===== src/rtl/chc_pkg.sv =====
// Shared constants, types and the quarter-wave sine table for the Cubehelix pixel color block.
package chc_pkg;

    // Angle resolution of the phase index and segment size
    localparam int ANGLE_TABLE_BITS = 10;
    localparam int MAX_PIXELS       = 1024;

    // Quarter-wave table geometry
    localparam int QBITS      = ANGLE_TABLE_BITS - 2;
    localparam int QTAB_DEPTH = 1 << QBITS;

    // Pipeline depth shared by both datapaths
    localparam int STAGES = 5;

    // Fixed-point constants
    localparam logic [15:0] THIRD_TURN      = 16'd21845;
    localparam logic [15:0] ONE_Q15         = 16'd32768;
    localparam logic [10:0] STRIP_LEN_RESET = 11'(MAX_PIXELS);

    // Configuration register indexes
    typedef enum logic [0:0] {
        CFG_START_OFFSET = 1'b0,
        CFG_STRIP_LENGTH = 1'b1
    } cfg_reg_t;

    // Cubehelix coefficients, signed Q15, channel order red, green, blue
    localparam logic signed [17:0] COEF_COS [3] = '{-18'sd4870, -18'sd9577, 18'sd64649};
    localparam logic signed [17:0] COEF_SIN [3] = '{18'sd58418, -18'sd29704, 18'sd0};

    // Per-stage load strobes handed to the datapaths
    typedef struct packed {
        logic [STAGES-1:0] load;
    } pipe_ctl_t;

    typedef logic [15:0] qsin_table_t [QTAB_DEPTH];

    // Polynomial quarter sine at table point k, Q15 in 0..32768
    function automatic logic [15:0] qsin_val(int unsigned k);
        longint unsigned u;
        longint unsigned u2;
        longint unsigned acc;
        longint unsigned s16;
        longint unsigned s15;
        u   = 64'(k) << (16 - QBITS);
        u2  = (u * u) >> 16;
        acc = 64'd5223 - ((64'd307 * u2) >> 16);
        acc = 64'd42334 - ((acc * u2) >> 16);
        acc = 64'd102944 - ((acc * u2) >> 16);
        s16 = (acc * u) >> 16;
        s15 = (s16 + 64'd1) >> 1;
        if (s15 > 64'd32768)
        begin
            s15 = 64'd32768;
        end
        return s15[15:0];
    endfunction

    function automatic qsin_table_t build_qsin_table();
        qsin_table_t t;
        for (int k = 0; k < QTAB_DEPTH; k++)
        begin
            t[k] = qsin_val(k);
        end
        return t;
    endfunction

    // Points 0 .. QTAB_DEPTH-1 in the table, the quarter-turn point on its own
    localparam qsin_table_t QSIN_TABLE = build_qsin_table();
    localparam logic [15:0] QSIN_FULL  = qsin_val(QTAB_DEPTH);

endpackage


===== src/rtl/chc_addr_pipe.sv =====
// Pipelined index wrap (remainder by the segment length) and address offset.
module chc_addr_pipe (
    input  logic               clk,
    input  chc_pkg::pipe_ctl_t ctl,
    input  logic [15:0]        pixel_index,
    input  logic [9:0]         start_offset,
    input  logic [10:0]        strip_length,
    output logic [10:0]        pixel_address
);
    import chc_pkg::*;

    // Four restoring remainder steps, one dividend bit each
    function automatic logic [10:0] mod_step(logic [10:0] rem, logic [3:0] bits,
                                             logic [10:0] d);
        logic [11:0] r;
        logic [10:0] acc;
        acc = rem;
        for (int i = 3; i >= 0; i--)
        begin
            r = {acc, bits[i]};
            if (r >= {1'b0, d})
            begin
                r = r - {1'b0, d};
            end
            acc = r[10:0];
        end
        return acc;
    endfunction

    logic [10:0] rem_reg  [4];
    logic [10:0] rem_next [4];
    logic [11:0] rest_reg  [3];
    logic [11:0] rest_next [3];
    logic [10:0] addr_reg;
    logic [10:0] addr_next;

    // Remainder stages: top four bits first
    always_comb
    begin
        rem_next[0]  = mod_step(11'd0, pixel_index[15:12], strip_length);
        rest_next[0] = pixel_index[11:0];
        rem_next[1]  = mod_step(rem_reg[0], rest_reg[0][11:8], strip_length);
        rest_next[1] = {rest_reg[0][7:0], 4'd0};
        rem_next[2]  = mod_step(rem_reg[1], rest_reg[1][11:8], strip_length);
        rest_next[2] = {rest_reg[1][7:0], 4'd0};
        rem_next[3]  = mod_step(rem_reg[2], rest_reg[2][11:8], strip_length);
    end

    // Zero length wraps to zero; the sum wraps modulo 2048
    always_comb
    begin
        if (strip_length == 11'd0)
        begin
            addr_next = {1'b0, start_offset};
        end
        else
        begin
            addr_next = rem_reg[3] + {1'b0, start_offset};
        end
    end

    always_ff @(posedge clk)
    begin
        if (ctl.load[0])
        begin
            rem_reg[0]  <= rem_next[0];
            rest_reg[0] <= rest_next[0];
        end
        if (ctl.load[1])
        begin
            rem_reg[1]  <= rem_next[1];
            rest_reg[1] <= rest_next[1];
        end
        if (ctl.load[2])
        begin
            rem_reg[2]  <= rem_next[2];
            rest_reg[2] <= rest_next[2];
        end
        if (ctl.load[3])
        begin
            rem_reg[3] <= rem_next[3];
        end
        if (ctl.load[4])
        begin
            addr_reg <= addr_next;
        end
    end

    assign pixel_address = addr_reg;

endmodule


===== config.mk =====
export PLATFORM = sky130hd
export DESIGN_NAME = chc_addr_pipe
export DESIGN_NICKNAME = d
export VERILOG_FILES = /design/src/rtl/chc_pkg.sv /design/src/rtl/chc_addr_pipe.sv
export SDC_FILE = /design/constraint.sdc
export NUM_CORES = 1
export LEC_CHECK = 0
export BUFFER_PORTS_ARGS = -buffer_cell sky130_fd_sc_hd__buf_2
export CAP_MARGIN = 5
export CORE_MARGIN = 1
export CORE_UTILIZATION = 40
export DETAILED_ROUTE_END_ITERATION = 10
export HOLD_SLACK_MARGIN = 0.12
export PLACE_DENSITY_LB_ADDON = 0.1
export SETUP_SLACK_MARGIN = 0.2
export SYNTH_ARGS = -nofsm -noshare
export SYNTH_HDL_FRONTEND = slang
export SYNTH_SLANG_ARGS = --single-unit
export TNS_END_PERCENT = 30

===== constraint.sdc =====
create_clock -name clk -period 22.1 [get_ports clk]
set_input_delay 4.42 -clock clk [delete_from_list [all_inputs] [get_ports clk]]
set_output_delay 4.42 -clock clk [all_outputs]
set_load 0.005 [all_outputs]

---- Word-level counts from Yosys, hierarchy flattened ----
Memories as Yosys holds them, arrays and structs flattened.
Index checks and enable logic that the tools add are counted.
W data, S select, Z words.
storage, ports and cells
  register bits after elaboration ......... 11
  memory bits (writable) .................. 80
  input port bits ......................... 43
  output and inout bits ................... 11
  logic and storage cells ................. 63
  memories kept ........................... 2
memory list
  memory    depth  width  rd ports  clocked after memory_dff  write ports  line                 source
  rem_reg   4      11     4         0                         4            chc_addr_pipe.sv:30  logic [10:0] rem_reg [4];
  rest_reg  3      12     3         0                         3            chc_addr_pipe.sv:32  logic [11:0] rest_reg [3];
operators by class
  add/sub/neg operators ................... 17
  order comparisons ....................... 16
  multiplexer cells ....................... 25
  reduce and logical (&&, ||, !) cells .... 1
operators by type and width
  cell               count
  $ge A12 B11 Y1     15
  $mux W11           16
  $sub A11 B11 Y11   15
  $add A11 B10 Y11   1
  $ge A1 B11 Y1      1
  $logic_not A11 Y1  1
  $sub A1 B11 Y11    1
  $mux W10           1
  $mux W1            8

---- Longest topological paths before layout ----
An unclocked memory read counts as a cell.
  depth after elaboration ................. 9
  mapped depth ............................ 43
  gate-level depth less buffers ........... 38

---- Worst setup path before layout ----
OpenSTA, ideal clock, no wires.
  path kind ............................... input to register
  from .................................... input strip_length[1]
  to ...................................... memory rem_reg[2][9] (data pin)
  library setup time ...................... 274 ps
  data arrival time ....................... 13008 ps
  required time ........................... 21826 ps
  setup slack ............................. 8818 ps
  cell stages on the path ................. 38
  buffers on the path ..................... 5
  path through ............................ inv_1 ha_1 nand4_1 nor2_1 o41ai_1 nand2_1 clkbuf_1 nor2_1 a21oi_1 fa_1 a211oi_1 o21ai_1 a41oi_1 nor2b_1 or3b_1 clkbuf_1 clkbuf_1 nor2_1 [2 not listed] a21oi_1 o22ai_1 o41a_1 nor3_1 o31ai_1 a221oi_1 buf_2 mux2_2 ha_1 nor2b_1 o211ai_1 a21boi_0 o41ai_1 a221oi_1 or3_1 buf_2 o211ai_1 o221ai_1
RTL lines
  element      line                 source
  from (decl)  chc_addr_pipe.sv:7   input logic [10:0] strip_length,
  to (decl)    chc_addr_pipe.sv:30

==> metrics <==
Critical Path AT=14520 ps; Final Hold Fails=0; fin crit period=14450 ps; Max Fclk=69.2 MHz; Synth top area share=19.1%; DR pass1 iterations=5; Critical Path Sink Type=flop; CP max FO=25; Worst-Margin Slew=979 ps; Area Overhead vs Synth=8.67%; largest net degree at the start of global routing=26; clk sinks=79; unrepaired setup endpoints after global routing=no; maxcap violations=0; clk_lat worst skew=360 ps; most common cell in the netlist=ha_1; die area=0.0318 mm2; CTS H-tree lvls=3; port buffer count=53; Total Nets Final=1787; ys flop type=edfxtp_1; CP max stage delay=630 ps; sequential area share after synthesis=19.1%; core area=0.0306 mm2; Worst R2R Start=rest_reg[0][23]; row cnt=64; GRT Util Overall=22.3%; routed vias/inst=5.79; ranking of synthesized cells by area=edfxtp_1, ha_1, o21ai_0; initial antenna violation count=0; Setup Skew=5.87 ps; #FFs+latches synth=79; distinct cell type count after synthesis=90; Post-synth EDFFs=79; Initial Util=40.7%; Hold Path End=rest_reg[0][22]; average wire per standard cell=17.8 um; fraction of registers with async set/reset=0%; relative slew slack=34.3%; cell area after synthesis=0.0124 mm2; die height=178 um; Hold Path Cell Cnt=0; layout cells sized above 1=9.51%; number of global-route vias before repair=10400; drt total wl=34700 um; CTS tree=yes; Largest register FFs=44; via count=11300; Mapped Cells=1496; synth cell count leaders=ha_1, nor2_1, inv_1, o21ai_0, nand2_1; syn nets=1732; clock-pin slew on the worst setup and hold paths=60 ps; final period utilization=65.4%; Critical-path top delay cell=or3_1; Slew Limit Fails=0; FF-to-FF End=rem_reg[2][2]; Setup Buffers After CTS=0; # resized after CTS=0; Root Buffer=clkbuf_16; # setup viols final=0; Hold Path Origin=rest_reg[0][6]; HPWL after detailed placement=27300 um; Worst Reg-to-Reg Cells=34; Setup TNS Final=0 ps; worst path required time=22170 ps; DRT iter0 DRCs=823; worst hold path class=reg -> reg; r2r setup slk=11680 ps; Clock Path Buffers=2; grt ovf=0; buffer and inverter count on the worst path=4; Inserted Diodes=0; Residual DRC=0; synth warn=0; Top delay family on crit path=compound AO/OA/AOI/OAI gates; Placer Congestion=0.896; Post-DRT Antenna Nets=0; CTS Hold Buffers Added=0; status=finished clean; Num CTS Buffers=9; IO Count=54; WS Path Type=in -> reg; Die Width=178 um; Synth area leader=edfxtp_1; syn_area_per_cell=8.32 um2; first-pass GRT wire length=54900 um; Worst setup SP type=input pin
-- worst reg2reg max path, delay by kind of cell, from the launching register on --
| kind | cells | cell delay, ps |
|---|---|---|
| fa+ha+maj | 5 | 1910 |
| buf+inv | 2 | 320 |
| mux | 1 | 370 |
| flops | 1 | 390 |
| simple gates | 9 | 2810 |
| compound gates | 17 | 4330 |
-- kinds of logic (layout without fill, tap and decap cells) --
kind of cell / Yosys count / in the layout / share of synthesized area, %
DFF: 79 / 79 / 19.1
AOI/OAI and AO/OA: 457 / 457 / 25.1
adders and majority gates: 193 / 193 / 20.4
xor gates and xnor gates: 102 / 102 / 7.18
and+or+nand+nor: 468 / 468 / 18.7
muxes: 60 / 60 / 5.25
buffers and inverters: 137 / 197 / 4.34
-- per-stage QoR --
| stage | instance area [um2] | util [%] | setup WS, ps | hold WS [ps] | instances |
|---|---|---|---|---|---|
| after global placement | 13200 | 43.2 | 7200 | 402 | 1936 |
| after global routing | 13500 | 44.2 | 6810 | 425 | 1952 |
| after CTS | 13500 | 44.2 | 7630 | 419 | 1952 |
| after detailed placement | 13200 | 43.2 | 7320 | 406 | 1936 |
| after floorplan | 12400 | - | 8820 | 400 | 1496 |
| final | 13500 | 44.2 | 7650 | 417 | 1952 |
-- layout by cell type, fill, tap and decap left out, drive strengths merged, types with 11 or more instances in the layout --
| cell type | n |
|---|---|
| ha | 177 |
| a221o | 14 |
| nand4 | 26 |
| a21boi | 16 |
| o221ai | 22 |
| a21oi | 102 |
| mux2 | 36 |
| mux2i | 24 |
| nand3 | 38 |
| nand2 | 105 |
| nor3 | 28 |
| inv | 112 |
| nand2b | 21 |
| fa | 16 |
| xor2 | 41 |
| a211oi | 20 |
| nor2b | 33 |
| and2 | 13 |
| o31ai | 12 |
| xnor2 | 61 |
| edfxtp | 79 |
| o21ai | 117 |
| o21a | 28 |
| a21o | 41 |
| or3 | 11 |
| nor2 | 136 |
| buf | 69 |
-- how the worst max path moves through the flow --
stage / slack (ps) / cells after the start / start / to
after floorplan: 8820 / 38 / strip_length[1] / rem_reg[2][9]
after global placement: 7200 / 36 / strip_length[1] / rem_reg[2][6]
after detailed placement: 7320 / 36 / strip_length[1] / rem_reg[2][7]
after CTS: 7630 / 36 / strip_length[1] / rem_reg[2][4]
after global routing: 6810 / 36 / strip_length[1] / rem_reg[2][2]
final: 7650 / 36 / strip_length[1] / rem_reg[2][2]
-- final cells by class --
cell class | count | area [um2]
Clock buffer | 9 | 225
Clock inverter | 7 | 87.6
Fill cell | 3045 | 17100
Inverter | 112 | 420
Multi-Input combinational cell | 1280 | 9540
Sequential cell | 79 | 2370
Tap cell | 396 | 495
Timing Repair Buffer | 69 | 385
-- layer usage --
metal | track usage (%) | routed length (um) | part of all wire, %
met1 | 31.5 | 17300 | 50
met2 | 35.4 | 15400 | 44
met3 | 3.20 | 1510 | 4.3
met4 | 5.47 | 513 | 1.5
met5 | 0 | 0 | 0
Power is not shown: default switching activity piles up to over one toggle a cycle in this logic, so the estimate is an artifact.
